## src/assert_macros.svh

```systemverilog
// Assertion macros used by the top level of the tent filter kernel generator.
`ifndef ASSERT_MACROS_SVH
`define ASSERT_MACROS_SVH

// Check that a property holds at every clock edge outside reset.
`define TFKG_ASSERT(name, prop, msg) \
   name: assert property (@(posedge clock) disable iff (reset) prop) else $error(msg);

// Check that a condition never occurs at a clock edge outside reset.
`define TFKG_ASSERT_NEVER(name, cond, msg) \
   name: assert property (@(posedge clock) disable iff (reset) !(cond)) else $error(msg);

`endif

```

## src/tfkg_pkg.sv

```systemverilog
// Package of types, constants and table functions for the tent filter kernel generator.
`default_nettype none

package tfkg_pkg;

   localparam int TAP_W   = 4;   // request size field
   localparam int IDX_W   = 3;   // column and row index
   localparam int AXW_W   = 3;   // axis weight, at most 4
   localparam int CELL_W  = 5;   // raw cell weight, at most 16
   localparam int SUM_W   = 5;   // axis weight sum, at most 20
   localparam int TOTAL_W = 9;   // kernel weight sum, at most 400
   localparam int NUM_W   = 20;  // cell weight times full scale
   localparam int REM_W   = TOTAL_W + 1;
   localparam int CNT_W   = 5;
   localparam int WGT_W   = 16;

   localparam logic [TAP_W-1:0] HW_TAP_LIMIT = 4'd8;
   localparam logic [CNT_W-1:0] DIV_LAST     = CNT_W'(NUM_W - 1);

   typedef enum logic [2:0] {
      ST_IDLE,
      ST_SETUP,
      ST_LOAD,
      ST_DIVIDE,
      ST_EMIT
   } state_type;

   typedef struct packed {
      logic capture;  // latch clamped sizes, clear counters
      logic setup;    // latch kernel weight sum
      logic load;     // load divider with the current cell
      logic step;     // one restoring division step
      logic emit;     // register the word and advance the cell
   } cmd_type;

   typedef struct packed {
      logic empty;     // kernel has no cells
      logic div_done;  // last division step in progress
      logic cell_last; // current cell is the final one
   } status_type;

   // Sum of the axis weights of an axis of n taps.
   function automatic logic [SUM_W-1:0] axis_sum(input logic [TAP_W-1:0] n);
      logic [SUM_W-1:0] s;
      case (n)
         4'd1:    s = 5'd1;
         4'd2:    s = 5'd2;
         4'd3:    s = 5'd4;
         4'd4:    s = 5'd6;
         4'd5:    s = 5'd9;
         4'd6:    s = 5'd12;
         4'd7:    s = 5'd16;
         4'd8:    s = 5'd20;
         default: s = 5'd0;
      endcase
      return s;
   endfunction

   // Axis weight min(i+1, n-i) of index i in an axis of n taps.
   function automatic logic [AXW_W-1:0] axis_weight(input logic [IDX_W-1:0] i,
                                                    input logic [TAP_W-1:0] n);
      logic [TAP_W-1:0] up;
      logic [TAP_W-1:0] down;
      up   = {1'b0, i} + 4'd1;
      down = n - {1'b0, i};
      return (up < down) ? up[AXW_W-1:0] : down[AXW_W-1:0];
   endfunction

endpackage

`default_nettype wire

```

## src/tfkg_ctrl.sv

```systemverilog
// Controller state machine that sequences setup, division and output of each weight.
`default_nettype none

module tfkg_ctrl
   import tfkg_pkg::*;
(
   input  wire logic       clock,
   input  wire logic       reset,
   input  wire logic       start,
   input  wire status_type status,
   output logic            busy,
   output cmd_type         cmd
);

   state_type state_ff;
   state_type state_in;

   // Hold the current state
   always_ff @(posedge clock) begin
      if (reset) begin
         state_ff <= ST_IDLE;
      end else begin
         state_ff <= state_in;
      end
   end

   // Decode next state and commands
   always_comb begin
      state_in = state_ff;
      cmd      = '0;
      case (state_ff)
         ST_IDLE: begin
            if (start) begin
               cmd.capture = 1'b1;
               state_in    = ST_SETUP;
            end
         end
         ST_SETUP: begin
            if (status.empty) begin
               state_in = ST_IDLE;
            end else begin
               cmd.setup = 1'b1;
               state_in  = ST_LOAD;
            end
         end
         ST_LOAD: begin
            cmd.load = 1'b1;
            state_in = ST_DIVIDE;
         end
         ST_DIVIDE: begin
            cmd.step = 1'b1;
            if (status.div_done) begin
               state_in = ST_EMIT;
            end
         end
         ST_EMIT: begin
            cmd.emit = 1'b1;
            state_in = status.cell_last ? ST_IDLE : ST_LOAD;
         end
         default: begin
            state_in = ST_IDLE;
         end
      endcase
   end

   assign busy = (state_ff != ST_IDLE);

endmodule

`default_nettype wire

```

## src/tfkg_dpath.sv

```systemverilog
// Datapath: size capture, cell counters, weight sum and iterative restoring divider.
`default_nettype none

module tfkg_dpath
   import tfkg_pkg::*;
#(
   parameter int MAX_TAPS = 8
)(
   input  wire logic             clock,
   input  wire logic             reset,
   input  wire cmd_type          cmd,
   input  wire logic [TAP_W-1:0] req_taps_x,
   input  wire logic [TAP_W-1:0] req_taps_y,
   output status_type            status,
   output logic                  rsp_valid,
   output logic [WGT_W-1:0]      rsp_weight,
   output logic [IDX_W-1:0]      rsp_col,
   output logic [IDX_W-1:0]      rsp_row,
   output logic                  rsp_last
);

   localparam logic [TAP_W-1:0] TAP_LIMIT =
      (MAX_TAPS > 8) ? HW_TAP_LIMIT : TAP_W'(MAX_TAPS);

   logic [TAP_W-1:0]   nx_ff, ny_ff;
   logic [IDX_W-1:0]   col_ff, row_ff;
   logic [TOTAL_W-1:0] total_ff;
   logic [NUM_W-1:0]   dq_ff;
   logic [REM_W-1:0]   rem_ff;
   logic [CNT_W-1:0]   cnt_ff;
   logic               valid_ff;
   logic [WGT_W-1:0]   weight_ff;
   logic [IDX_W-1:0]   col_out_ff, row_out_ff;
   logic               last_out_ff;

   logic [TAP_W-1:0]      nx_in, ny_in;
   logic                  col_end, row_end;
   logic [2*SUM_W-1:0]    total_in;
   logic [2*AXW_W-1:0]    cell_prod;
   logic [CELL_W-1:0]     cell_w;
   logic [NUM_W:0]        num_wide;
   logic [REM_W-1:0]      rem_shift;
   logic [REM_W-1:0]      rem_diff;
   logic                  q_bit;

   // Clamp sizes to the tap limit
   assign nx_in = (req_taps_x > TAP_LIMIT) ? TAP_LIMIT : req_taps_x;
   assign ny_in = (req_taps_y > TAP_LIMIT) ? TAP_LIMIT : req_taps_y;

   // Cell position flags
   assign col_end = ({1'b0, col_ff} == nx_ff - 4'd1);
   assign row_end = ({1'b0, row_ff} == ny_ff - 4'd1);

   // Kernel sum is the product of the two axis sums
   assign total_in = axis_sum(nx_ff) * axis_sum(ny_ff);

   // Raw cell weight times full scale, as a shift and subtract
   assign cell_prod = axis_weight(col_ff, nx_ff) * axis_weight(row_ff, ny_ff);
   assign cell_w    = cell_prod[CELL_W-1:0];
   assign num_wide  = {cell_w, {WGT_W{1'b0}}} - {{(NUM_W + 1 - CELL_W){1'b0}}, cell_w};

   // One restoring division step
   assign rem_shift = {rem_ff[REM_W-2:0], dq_ff[NUM_W-1]};
   assign q_bit     = (rem_shift >= {1'b0, total_ff});
   assign rem_diff  = rem_shift - {1'b0, total_ff};

   assign status.empty     = (nx_ff == '0) || (ny_ff == '0);
   assign status.div_done  = (cnt_ff == DIV_LAST);
   assign status.cell_last = col_end && row_end;

   // Capture sizes and step through the cells
   always_ff @(posedge clock) begin
      if (cmd.capture) begin
         nx_ff  <= nx_in;
         ny_ff  <= ny_in;
         col_ff <= '0;
         row_ff <= '0;
      end else if (cmd.emit) begin
         if (col_end) begin
            col_ff <= '0;
            row_ff <= row_ff + 3'd1;
         end else begin
            col_ff <= col_ff + 3'd1;
         end
      end
      if (cmd.setup) begin
         total_ff <= total_in[TOTAL_W-1:0];
      end
   end

   // Load and iterate the divider
   always_ff @(posedge clock) begin
      if (cmd.load) begin
         dq_ff  <= num_wide[NUM_W-1:0];
         rem_ff <= '0;
         cnt_ff <= '0;
      end else if (cmd.step) begin
         dq_ff  <= {dq_ff[NUM_W-2:0], q_bit};
         rem_ff <= q_bit ? rem_diff : rem_shift;
         cnt_ff <= cnt_ff + 5'd1;
      end
   end

   // Strobe the result word for one cycle
   always_ff @(posedge clock) begin
      if (reset) begin
         valid_ff <= 1'b0;
      end else begin
         valid_ff <= cmd.emit;
      end
   end

   // Hold the result payload
   always_ff @(posedge clock) begin
      if (cmd.emit) begin
         weight_ff   <= dq_ff[WGT_W-1:0];
         col_out_ff  <= col_ff;
         row_out_ff  <= row_ff;
         last_out_ff <= col_end && row_end;
      end
   end

   assign rsp_valid  = valid_ff;
   assign rsp_weight = weight_ff;
   assign rsp_col    = col_out_ff;
   assign rsp_row    = row_out_ff;
   assign rsp_last   = last_out_ff;

endmodule

`default_nettype wire

```

## src/tent_filter_kernel_generator.sv

```systemverilog
// Top level of the tent filter kernel generator: controller, datapath and checks.
//
// A request (start high while busy is low) gives the kernel width and height;
// sizes above the tap limit are clamped and a zero size yields no words.
// The block then emits one word per kernel cell in row-major order, each
// shown for exactly one cycle on rsp_valid; the receiver cannot stall it.
// A request first passes a capture and a setup step; then, for each cell, the
// controller loads the shared one-bit-per-cycle restoring divider, runs its 20
// steps and registers the output word. busy stays high until the last word is
// registered; a new request is taken after that.
`default_nettype none

module tent_filter_kernel_generator
   import tfkg_pkg::*;
#(
   parameter int MAX_TAPS = 8
)(
   input  wire logic             clock,
   input  wire logic             reset,
   input  wire logic             start,
   output logic                  busy,
   input  wire logic [TAP_W-1:0] req_taps_x,
   input  wire logic [TAP_W-1:0] req_taps_y,
   output logic                  rsp_valid,
   output logic [WGT_W-1:0]      rsp_weight,
   output logic [IDX_W-1:0]      rsp_col,
   output logic [IDX_W-1:0]      rsp_row,
   output logic                  rsp_last
);

   `include "assert_macros.svh"

   cmd_type    cmd;
   status_type status;

   // Sequence the work
   tfkg_ctrl u_ctrl (
      .clock  (clock),
      .reset  (reset),
      .start  (start),
      .status (status),
      .busy   (busy),
      .cmd    (cmd)
   );

   // Compute the weights
   tfkg_dpath #(
      .MAX_TAPS (MAX_TAPS)
   ) u_dpath (
      .clock      (clock),
      .reset      (reset),
      .cmd        (cmd),
      .req_taps_x (req_taps_x),
      .req_taps_y (req_taps_y),
      .status     (status),
      .rsp_valid  (rsp_valid),
      .rsp_weight (rsp_weight),
      .rsp_col    (rsp_col),
      .rsp_row    (rsp_row),
      .rsp_last   (rsp_last)
   );

   // Checks on sequencing
   `TFKG_ASSERT(a_start_busy, (start && !busy) |=> busy, "accepted request did not raise busy")
   `TFKG_ASSERT(a_word_spacing, rsp_valid |=> !rsp_valid, "result words too close together")
   `TFKG_ASSERT_NEVER(a_mid_idle, rsp_valid && !rsp_last && !busy, "idle before last word")
   `TFKG_ASSERT_NEVER(a_last_busy, rsp_valid && rsp_last && busy, "busy after last word")

endmodule

`default_nettype wire
```

## config.mk

```make
export PLATFORM = sky130hd
export DESIGN_NAME = tent_filter_kernel_generator
export DESIGN_NICKNAME = d
export VERILOG_FILES = /design/src/tfkg_pkg.sv /design/src/tfkg_ctrl.sv /design/src/tfkg_dpath.sv /design/src/tent_filter_kernel_generator.sv
export VERILOG_INCLUDE_DIRS = /design/src /design/src/src
export SDC_FILE = /design/constraint.sdc
export NUM_CORES = 1
export LEC_CHECK = 0
export ABC_AREA = 1
export ABC_CLOCK_PERIOD_IN_PS = 6200
export BUFFER_PORTS_ARGS = -buffer_cell sky130_fd_sc_hd__buf_2
export CAP_MARGIN = 10
export CELL_PAD_IN_SITES_DETAIL_PLACEMENT = 0
export CELL_PAD_IN_SITES_GLOBAL_PLACEMENT = 1
export CORE_MARGIN = 2
export CORE_UTILIZATION = 30
export CTS_CLUSTER_DIAMETER = 40
export CTS_CLUSTER_SIZE = 12
export DETAILED_ROUTE_END_ITERATION = 8
export PLACE_DENSITY_LB_ADDON = 0.1
export SLEW_MARGIN = 5
export SYNTH_ARGS = -nofsm -noshare
export SYNTH_HDL_FRONTEND = slang
export SYNTH_SLANG_ARGS = --single-unit
```

## constraint.sdc

```tcl
create_clock -name clock -period 6.2 [get_ports clock]
set_input_delay 1.24 -clock clock [delete_from_list [all_inputs] [get_ports clock]]
set_output_delay 1.24 -clock clock [all_outputs]
set_load 0.1 [all_outputs]
```

=== Word-level counts from Yosys, hierarchy flattened ===
Memory sizes are Yosys's and may differ from the RTL's. A register that Yosys moved wholly into a read port is not among the register bits.
Index checks and enable logic that the tools add are counted.

* Input port bits: 11
* Flip-flop bits (word level): 84
* Logic and storage cells: 74
* Bits in read-only memories: 160
* Output and inout bits: 25
* Memories: 2

* Order comparisons: 5
* Reductions and logical operators: 9
* Equal/unequal tests: 9
* Multipliers: 2
* Muxes and demuxes: 22
* $add $sub $neg: 11

{| class="wikitable"
|+ Memories
! name !! depth !! bits a word !! rd ports !! clocked after Yosys merged registers in !! write ports !! RTL line !! source
|-
| (name not given) || 16 || 5 || 1 || 1 || 0 || tfkg_pkg.sv:45 || <nowiki>case (n)</nowiki>
|-
| (name not given) || 16 || 5 || 1 || 1 || 0 || tfkg_pkg.sv:45 ||
|}

{| class="wikitable"
|+ Operators with widths
! kind !! count
|-
| $mux W20 || 2
|-
| $sub A20 B5 Y20 || 1
|-
| $mux W4 || 4
|-
| $mux W3 || 5
|-
| $pmux W3 S5 || 1
|-
| $ge A10 B9 Y1 || 1
|-
| $mul A5 B5 Y9 || 1
|-
| $mux W9 || 1
|-
| $sub A9 B9 Y9 || 1
|-
| $add A3 B1 Y4 const B || 2
|-
| $eq A3 B4 Y1 || 2
|-
| $gt A4 B4 Y1 const B || 2
|-
| $logic_not A4 Y1 || 2
|-
| $lt A4 B4 Y1 || 2
|-
| $sub A4 B1 Y4 const B || 2
|-
| $sub A4 B3 Y4 || 2
|-
| $mux W1 || 7
|-
| $add A3 B1 Y3 const B || 2
|-
| $eq A3 B2 Y1 const B || 2
|-
| $add A5 B1 Y5 const B || 1
|-
| $eq A5 B5 Y1 const B || 1
|-
| $mul A3 B3 Y5 || 1
|-
| $mux W2 || 2
|-
| $ne A2 B2 Y1 const B || 2
|-
| other kinds (8) || 9
|}

=== Logic depth before layout (Yosys ltp) ===
Gate-level depths: netlist of the first run.

* Depth after elaboration: 6
* Gate-level depth with buffers: 27
* Gate-level depth less buffers: 27

=== By module ===
A second synthesis of the first run with hierarchy kept.

* Cells, all modules: 642
* Area, all modules: 5700.5 um2

{| class="wikitable"
|+ Modules (own cells, without submodules)
! module !! instances !! cells an instance !! sequential area each (um2) !! area each (um2)
|-
| tfkg_dpath || 1 || 606 || 2422.3 || 5484.0
|-
| tfkg_ctrl || 1 || 36 || 60.1 || 216.5
|}

=== Worst setup path after synthesis of the first run ===
No wires, ideal clock.

* Path kind: register -> register
* Start point: reg u_dpath.row_ff[2]
* End point: reg u_dpath.dq_ff[16], data pin
* Arrival time: 4.188 ns
* Setup slack: 1.750 ns
* Stages on the path, launching flop included: 23
* Path buffers: 0
* Required time: 5.938 ns
* Library setup time: 0.262 ns
* Cell sequence: dfxtp_1 inv_1 ha_1 a21oi_1 o21ai_0 xor2_1 ha_1 a21oi_1 nand2_1 o21ai_0 nor2_1 fa_1 ha_1 inv_1 fa_1 xor2_1 inv_1 nand3_2 nand2_2 ha_1 or2_2 nor2_1 a31oi_1

* Longest elaborated chain between the ends: 6
* Elaborated cells between the ends (all ways): 7
* Classes of those cells: add/sub (3); mul (1); order compare (1); mux (2)

{| class="wikitable"
|+ Ends and longest elaborated chain
! item !! RTL line !! source
|-
| from (decl) || tfkg_dpath.sv:26 || <nowiki>logic [IDX_W-1:0] col_ff, row_ff;</nowiki>
|-
| from (signal assigned) || tfkg_dpath.sv:81 || <nowiki>row_ff <= row_ff + 3'd1;</nowiki>
|-
| $sub A4 B3 Y4 / $add A3 B1 Y4 (equally long branches) || tfkg_pkg.sv:65, tfkg_pkg.sv:64 ||
|-
| $lt A4 B4 Y1 || tfkg_pkg.sv:66 || <nowiki>return (up < down) ? up[AXW_W-1:0] : down[AXW_W-1:0];</nowiki>
|-
| $mux W3 (*) || tfkg_pkg.sv:66 ||
|-
| $mul A3 B3 Y5 (*) || tfkg_dpath.sv:58 || <nowiki>assign cell_prod = axis_weight(col_ff, nx_ff) * axis_weight(row_ff, ny_ff);</nowiki>
|-
| $sub A20 B5 Y20 (*) || tfkg_dpath.sv:60 || <nowiki>assign num_wide = {cell_w, {WGT_W{1'b0}}} - {{(NUM_W + 1 - CELL_W){1'b0}}, cell_w};</nowiki>
|-
| $mux W20 (*) || tfkg_dpath.sv:93 || <nowiki>if (cmd.load) begin</nowiki>
|-
| to (signal assigned) || tfkg_dpath.sv:94 || <nowiki>dq_ff <= num_wide[NUM_W-1:0];</nowiki>
|-
| to (signal assigned) || tfkg_dpath.sv:98 || <nowiki>dq_ff <= {dq_ff[NUM_W-2:0], q_bit};</nowiki>
|-
| to (decl) || tfkg_dpath.sv:28 || <nowiki>logic [NUM_W-1:0] dq_ff;</nowiki>
|}

Mark *: on every way between the ends. The rest lies on a longest branch, timed or not.
A chain may end at the register's enable or synchronous reset.

=== Worst setup path in the final report of the first run ===
Ends and elaborated chain as after synthesis.

==> results of run 1 <==
==> final cells by class <==
cell class | instances | area [µm²]
clock buffers | 9 | 225
repair buffers | 37 | 190
fillers | 1912 | 12300
flip-flops and latches | 94 | 2480
well taps | 234 | 293
clock inverters | 7 | 72.6
multi-input cells | 422 | 2730
inverters | 118 | 443
==> final timing paths <==
check                     from                      to  depth (start not counted)
max          u_dpath.row_ff[2]       u_dpath.dq_ff[16]                         22
min          u_dpath.dq_ff[10]  u_dpath.rsp_weight[10]                          0
max reg2reg  u_dpath.row_ff[2]       u_dpath.dq_ff[16]                         22
min reg2reg  u_dpath.dq_ff[10]  u_dpath.rsp_weight[10]                          0
==> logic make-up (layout without fill, tap and decap cells) <==
family | count (synthesis) | after routing | share of synthesized area (%)
and+or+nand+nor | 251 | 251 | 18.9
buffers and inverters | 127 | 171 | 9.05
DFF | 94 | 94 | 43.4
AOI/OAI and AO/OA | 77 | 77 | 7.91
adders and majority gates | 70 | 70 | 17.0
xor gates and xnor gates | 24 | 24 | 3.80
==> through the flow <==
step	setup WS, ps	hold slack (ps)	cell area, µm²	std cells
final	1350	453	6430	921
after global routing	902	468	6430	921
after CTS	1340	457	6430	921
after detailed placement	1370	440	6130	905
after global placement	1510	434	6130	905
after floorplan	1750	426	5730	643
==> critical path: cells and delay by family, from the launching register on <==
kind	cells	cell delay, ps
AOI/OAI and AO/OA	5	870
xor gates and xnor gates	2	320
and+or+nand+nor	6	850
DFF	1	460
buffers and inverters	3	210
adders and majority gates	6	1870
==> layer usage <==
| layer | wire, µm | vias to the layer above | part of all wire [%] |
|---|---|---|---|
| met5 | 0 | - | 0 |
| met4 | 174 | 0 | 1.5 |
| li1 | - | 2158 | - |
| met1 | 5940 | 1887 | 50 |
| met3 | 311 | 13 | 2.6 |
| met2 | 5500 | 51 | 46 |
==> cells in the final DEF, fill, tap and decap left out, types with 3 or more instances in the layout <==
cell and n:
nand2_1 161, nor2_1 32, nand3_1 30, nand2_4 3
xnor2_1 3, o21ai_0 25, inv_1 114, fa_1 13
a22oi_1 3, o211ai_1 5, dfxtp_1 34, buf_2 35
ha_1 57, o22ai_2 3, clkbuf_16 9, nand4_1 4
nor3_1 5, inv_6 3, edfxtp_1 60, xor2_1 20
inv_2 4, a21oi_1 32, nand2_2 4
==> report_power, final <==
part           leakage, µW  total [µW]  switching [µW]  internal (µW)
clock             0.000144         560             274            286
sequential        0.000842         767            39.5            727
combinational      0.00222         355             231            124
==> run metrics, run 1 <==
status=complete, no violations; Yosys top cell area share=31.5%; Setup Skew=12.6 ps; fin crit share=78.2%; register area share after synthesis=43.4%; final count of negative-setup-slack endpoints=0; Syn Nets=724; total CTS buffers=9; antenna violation net count after detailed routing=0; ranking of synthesized cells by area=edfxtp_1 (31%), ha_1 (12%), dfxtp_1 (12%); met3 Resource Use GR=2.12%; syn_area_per_cell=8.90 µm²; Die ar.=20200 µm²; Cells after Synth=643; core area=18700 µm²; Data arrival, critical path=4950 ps; # rows=50; number of global-route vias before repair=4147; Vias/cell=4.46; Final Max Tran Viols=0; grt met2 use=21.1%; Final min period=4850 ps; Synth Cell Area=5730 µm²; Clock Latency Late Sink=350 ps; Max Cap Viol=0; Warnings, synthesis=0; Peak VDD IR=0.136 mV; CP max stage delay=530 ps; Ant. Diodes=0; post-synth top area cell=edfxtp_1; fin nets=763; H-Tree Depth=3; Crit. End Element=register; Startpoint Class=register; Final Util=34.4%; critical path peak fanout=5; wire per inst=13.0 µm; pin count of the biggest net entering global routing=25; input/output buffers=35; number of synthesized flops with an enable pin=60; max frequency=206 MHz; count leader, synth=nand2_1; FFs w/ async S/R, synth=0%; critical path required time=6300 ps; clk sink count=94; first-pass GRT wire length=20500 µm; Remaining DRCs=0; layout cells sized above 1=11.8%; slowest CP cell=fa_1; hpwl dp=9310 µm; CP cell instances=inv_1, ha_1, a21oi_1, o21ai_0, xor2_1, ha_1, a21oi_1, nand2_1, o21ai_0, nor2_1, fa_1, ha_1, inv_1, fa_1, xor2_1, inv_1, nand3_2, nand2_2, ha_1, or2_2, nor2_1, a31oi_1; FF-to-FF setup slack=1350 ps; Hold WC Path Type=register to register; CTS tree=yes; Max Buffers Root-to-Sink=2; global-route layer with the greatest usage=met2; most used cell, CP=ha_1; Die W=142 µm; Routed Wire Length=11900 µm; GP Congestion=0.815; initial antenna violation count=0; GR Util All Layers=12.8%; Synth cell types=40; I/O pins=36; Worst Tran Pin Value=920 ps; Starting Density=30.6%; Main synth FF type=edfxtp_1; relative slew slack=38.6%; Pre-antenna DRT Iters=4; # hold bufs at CTS=0; CTS resizes=0; Root Driver=clkbuf_16; Setup TNS=0 ps; RSZ-0062 raised after global routing=false; post-CTS setup repair buffer count=0; register clock-pin slew on the reported worst setup and hold paths=80 ps; Crit Path Category=register to register; pwr dens=261 nW/µm²; Iteration-0 DRC Markers=175; commonest cells in the netlist=nand2_1 (161), inv_1 (114), edfxtp_1 (60), ha_1 (57), dfxtp_1 (34); FF+latch count, synth=94; GRT overflow=0; Pwr Total=1680 µW; final hold violation count=0; via count=4109; Layout area overhead=12.3%; GR Util met1=17.1%; Die Y=142 µm; Lkg Pwr=0.00320 µW
No activity file was read; power rests on OpenSTA's default activity.
==> inputs of run 2 (changes only) <==
--- a/config.mk
+++ b/config.mk
@@ -7,7 +7,7 @@
 export NUM_CORES = 1
 export LEC_CHECK = 0
 export ABC_AREA = 1
-export ABC_CLOCK_PERIOD_IN_PS = 6200
+export ABC_CLOCK_PERIOD_IN_PS = 4600
 export BUFFER_PORTS_ARGS = -buffer_cell sky130_fd_sc_hd__buf_2
 export CAP_MARGIN = 10
 export CELL_PAD_IN_SITES_DETAIL_PLACEMENT = 0
==> constraint.sdc (replaced) <==
create_clock -name clock -period 4.6 [get_ports clock]
set_input_delay 0.92 -clock clock [delete_from_list [all_inputs] [get_ports clock]]
set_output_delay 0.92 -clock clock [all_outputs]
set_load 0.1 [all_outputs]
==> run 2 against run 1 <==
  * Highest routed layer unchanged
  * Die area unchanged
  * Critical path type unchanged
  * Combinational power up 43%
  * Clock skew up 3.4 ps
  * Routed wire length up 1.1%
==> run metrics, run 2 (synthesized netlist as in run 1, its figures left out) <==
status=complete, no violations; Pre-antenna DRT Iters=4; Inst Count DP=919; hpwl dp=9270 µm; number of global-route vias before repair=4134; Clock Latency Late Sink=360 ps; Final min period=4370 ps; commonest non-fill, non-tap cell in the layout=nand2_1; layout cells sized above 1=17.4%; GP Congestion=0.779; Starting Density=30.6%; worst slack, placed=-31.1 ps; Crit. End Element=register; Remaining DRCs=0; DP Area=6240 µm²; critical path peak fanout=4; fin crit share=95.1%; critical path required time=4700 ps; relative slew slack=42.3%; Root Driver=clkbuf_16; fin nets=782; wire per inst=12.8 µm; # rows=50; Die Y=142 µm; register clock-pin slew on the reported worst setup and hold paths=80 ps; Final Util=35.8%; max frequency=229 MHz; Max Cap Viol=0; via count=4180; pwr dens=346 nW/µm²; Crit Path Category=register to register; Routed Wire Length=12100 µm; Die ar.=20200 µm²; Final WS setup=225 ps; core area=18700 µm²; Die W=142 µm; Post-Layout Cell Count=940; GRT overflow=0; H-Tree Depth=3; Iteration-0 DRC Markers=171; GR Util All Layers=12.5%; Ant. Diodes=0; slowest CP cell=fa_1; Vias/cell=4.45; Design Area, Final=6690 µm²; antenna violation net count after detailed routing=0; Final Max Tran Viols=0; I/O pins=36; most used cell, CP=nand2_2; first-pass GRT wire length=19900 µm; Hold WC Path Type=register to register; FF-to-FF setup slack=230 ps; most frequent cells in the layout=nand2_1 (154), inv_1 (110), edfxtp_1 (60); Peak VDD IR=0.183 mV; worst hold slack=459 ps; pin count of the biggest net entering global routing=25; # hold bufs at CTS=0; input/output buffers=35; Setup Skew=15.9 ps; CP max stage delay=540 ps; total CTS buffers=9; Worst Tran Pin Value=864 ps; final count of negative-setup-slack endpoints=0; Data arrival, critical path=4480 ps; clk sink count=94; Max Buffers Root-to-Sink=2; Lkg Pwr=0.00332 µW; Startpoint Class=register; final hold violation count=0; CTS tree=yes; initial antenna violation count=0; Layout area overhead=16.8%
## run 2: changes by cell type in the layout (fill, tap and decap cells not counted), sizes merged
cell / before / now
buf: 37 / 56
clkinv: 1 / 2
clkinvlp: 1 / 0
## run 2: through the flow
stage / setup TNS [ps] / total power, µW
floorplan: 0 / 1430
global placement: 0 / 1550
detailed placement: -31.1 / 1550
CTS: 0 / 2330
global route: -0.144 / 2460
finish: 0 / 2320
## run 2: metal layers
layer	share of wire, %	vias up	GRT usage [%]
met3	3.6	14	2.73
met4	1.4	0	3.84
met5	0	-	0
met2	47	56	21.0
li1	-	2190	-
met1	48	1920	16.1
## run 2: where the power goes
part / leakage, µW / internal [µW] / switching [µW]
combinational: 0.00232 / 187 / 321
clock: 0.000152 / 392 / 382
sequential: 0.000843 / 980 / 54.0
## run 2: worst paths after layout
| check | start | end | cells after the start |
|---|---|---|---|
| max | u_dpath.nx_ff[0] | u_dpath.dq_ff[16] | 26 |
| min | u_dpath.dq_ff[12] | u_dpath.rsp_weight[12] | 0 |
| max reg2reg | u_dpath.nx_ff[0] | u_dpath.dq_ff[16] | 26 |
| min reg2reg | u_dpath.dq_ff[12] | u_dpath.rsp_weight[12] | 0 |
## run 2: area by class of cell
class	instances	area [µm²]
Inverter	118	443
Clock inverter	7	83.8
Timing Repair Buffer	56	333
Sequential cell	94	2480
Multi-Input combinational cell	422	2830
Fill cell	1914	12000
Tap cell	234	293
Clock buffer	9	225
## run 2: critical path, delay by kind of cell (launching register included)
kind,cells,cell delay (ps)
AO/OA/AOI/OAI,1,50
XOR/XNOR,1,190
AND/OR/NAND/NOR,11,1010
buffers and inverters,6,380
adder cells (fa/ha/maj),7,2100
flip-flops,1,380
## run 2: timing repair
action                                  in CTS  in global routing
endpoints found under the setup margin       1                  4
gates resized for setup                      2                 28
setup buffers                                0                  5
pin swaps                                    0                  5
==> inputs of run 3 (changes only) <==
--- a/config.mk
+++ b/config.mk
@@ -14,10 +14,12 @@
 export CELL_PAD_IN_SITES_GLOBAL_PLACEMENT = 1
 export CORE_MARGIN = 2
 export CORE_UTILIZATION = 30
+export CTS_BUF_LIST = sky130_fd_sc_hd__clkbuf_4 sky130_fd_sc_hd__clkbuf_8 sky130_fd_sc_hd__clkbuf_16
 export CTS_CLUSTER_DIAMETER = 40
 export CTS_CLUSTER_SIZE = 12
 export DETAILED_ROUTE_END_ITERATION = 8
 export PLACE_DENSITY_LB_ADDON = 0.1
+export SETUP_SLACK_MARGIN = 0.4
 export SLEW_MARGIN = 5
 export SYNTH_ARGS = -nofsm -noshare
 export SYNTH_HDL_FRONTEND = slang
==> run 3 against run 2 <==
  * Final cell count is 0.64% higher
  * Sequential power about the same
  * Flip-flop and latch count stayed put
  * Register-to-register slack better by 70 ps
  * Critical path depth is 3 lower
  * Global-route usage increased by 0.52 points
  * Hold slack worse by 4.4 ps
  * Critical endpoint unchanged
  * Largest cell class unchanged
==> run metrics, run 3 (synthesized netlist as in run 1, its figures left out) <==
Die Y=142 µm; Startpoint Class=register; Routed Wire Length=12400 µm; initial antenna violation count=0; Final Max Tran Viols=0; GR Util All Layers=13.0%; worst slack, placed=13.4 ps; max frequency=232 MHz; Crit. End Element=register; Crit Path Category=register to register; Final min period=4310 ps; wire per inst=13.1 µm; Max Buffers Root-to-Sink=2; pin count of the biggest net entering global routing=25; Hold WC Path Type=register to register; Clock Latency Late Sink=360 ps; antenna violation net count after detailed routing=0; worst hold slack=455 ps; Min-Delay Path Depth=0; CP cell instances=ha_4, a21oi_2, nand2_1, xor2_1, ha_1, a21oi_4, nand2_4, nand2_2, nand2_2, inv_2, nor2_2, fa_1, ha_2, inv_2, fa_2, xor2_2, inv_1, nand3_2, nand2_4, ha_4, or2_4, nor2_2, a31oi_1; Die W=142 µm; fin nets=788; Final WS setup=292 ps; Setup TNS=0 ps; relative slew slack=38.0%; RSZ-0062 raised after global routing=true; slowest CP cell=fa_1; Data arrival, critical path=4420 ps; Worst Tran Pin Value=929 ps; Max Cap Viol=0; commonest non-fill, non-tap cell in the layout=nand2_1; Root Driver=clkbuf_16; register clock-pin slew on the reported worst setup and hold paths=80 ps; CTS tree=yes; Die ar.=20200 µm²; H-Tree Depth=3; most frequent cells in the layout=nand2_1 (138), inv_1 (106), edfxtp_1 (60); critical path's top delay family=adder cells; Iteration-0 DRC Markers=201; buffer and inverter count on the worst path=3; GP Congestion=0.796; GRT overflow=0; CP max stage delay=540 ps; reg2reg end=u_dpath.dq_ff[16]; layout cells sized above 1=23.2%; hpwl dp=9320 µm; Filler cells=1882; core area=18700 µm²; Hold Path End=u_dpath.rsp_weight[12]; Pre-antenna DRT Iters=4; Ant. Diodes=0; Peak VDD IR=0.177 mV; fin crit share=93.7%; Remaining DRCs=0; I/O pins=36; # rows=50; via count=4207; Starting Density=30.6%; FF-to-FF setup slack=290 ps; first-pass GRT wire length=20700 µm; final hold violation count=0; Layout area overhead=20.7%; number of global-route vias before repair=4306; R2R depth=23; final count of negative-setup-slack endpoints=0; critical path peak fanout=4; Lkg Pwr=0.00335 µW; critical path required time=4710 ps; status=complete, no violations; Setup Skew=16.9 ps; Hold Crit Start=u_dpath.dq_ff[12]; # hold bufs at CTS=0; clk sink count=94; Critical R2R Launch=u_dpath.nx_ff[2]; input/output buffers=35; Final Util=36.9%; pwr dens=341 nW/µm²; Pwr Total=2350 µW; total CTS buffers=9; Vias/cell=4.45
-- run 3: cell types whose count changed in the layout (fill, tap and decap cells not counted), moves of 3 or more --
cell     delta
nand2_2    +13
nor2_2      +3
inv_1       -4
ha_1        -4
nand2_1    -16
buf_4       +4
dfxtp_1     -3
ha_4        +3
inv_2       +3
nor2_1      -4
-- run 3: worst reg2reg max path, cell delays in order (launching register included) --
cell,delay (ps)
edfxtp_1,470
ha_4,290
a21oi_2,140
nand2_1,80
xor2_1,150
ha_1,350
a21oi_4,220
nand2_4,100
nand2_2,80
nand2_2,60
inv_2,70
nor2_2,40
fa_1,540
ha_2,170
inv_2,40
fa_2,350
xor2_2,180
inv_1,80
nand3_2,80
nand2_4,60
ha_4,150
or2_4,240
nor2_2,80
a31oi_1,40
-- run 3: worst max path at each step --
stage | from | to | slack (ps) | cells past startpoint
finish | u_dpath.nx_ff[2] | u_dpath.dq_ff[16] | 290 | 23
global route | u_dpath.nx_ff[2] | u_dpath.dq_ff[16] | 60 | 25
CTS | u_dpath.nx_ff[0] | u_dpath.dq_ff[16] | 320 | 25
detailed placement | u_dpath.col_ff[2] | u_dpath.dq_ff[16] | 10 | 22
global placement | u_dpath.col_ff[2] | u_dpath.dq_ff[16] | 120 | 22
floorplan | u_dpath.nx_ff[0] | u_dpath.dq_ff[16] | 430 | 26
-- run 3: cell type report --
class                      count  area [µm²]  share of cell area [%]
multi-input combinational    422        2990                    43.3
sequential                    94        2490                    36.1
inverter                     118         445                    6.45
timing repair buffer          62         385                    5.58
tap                          234         293                    4.24
clock buffer                   9         225                    3.26
clock inverter                 7        78.8                    1.14
-- run 3: routing by layer --
| metal | wire, µm | GRT usage, % | share of wire, % | vias up |
|---|---|---|---|---|
| li1 | - | - | - | 2203 |
| met1 | 5940 | 16.3 | 48 | 1941 |
| met2 | 5920 | 22.4 | 48 | 48 |
| met3 | 280 | 2.19 | 2.3 | 15 |
| met4 | 243 | 4.84 | 2.0 | 0 |
| met5 | 0 | 0 | 0 | - |
-- run 3: timing repair --
action | 4_1_cts | 5_1_grt
setup buffers | 12 | 10
resized for setup | 36 | 31
setup endpoints to repair | 13 | 17
hold endpoints to repair | 0 | 0
gates cloned | 0 | 0
pin swaps | 19 | 17
-- run 3: report_power, final --
| group | leakage [µW] | internal (µW) | switching [µW] | total (µW) |
|---|---|---|---|---|
| logic | 0.00235 | 205 | 343 | 548 |
| registers | 0.000845 | 979 | 53.6 | 1030 |
| clock network | 0.000151 | 391 | 381 | 773 |
-- run 3: through the flow --
step / std cells / area (µm²)
5_1_grt: 946 / 6910
2_1_floorplan: 643 / 5750
3_5_place_dp: 908 / 6180
6_report: 946 / 6910
3_3_place_gp: 908 / 6180
4_1_cts: 936 / 6720
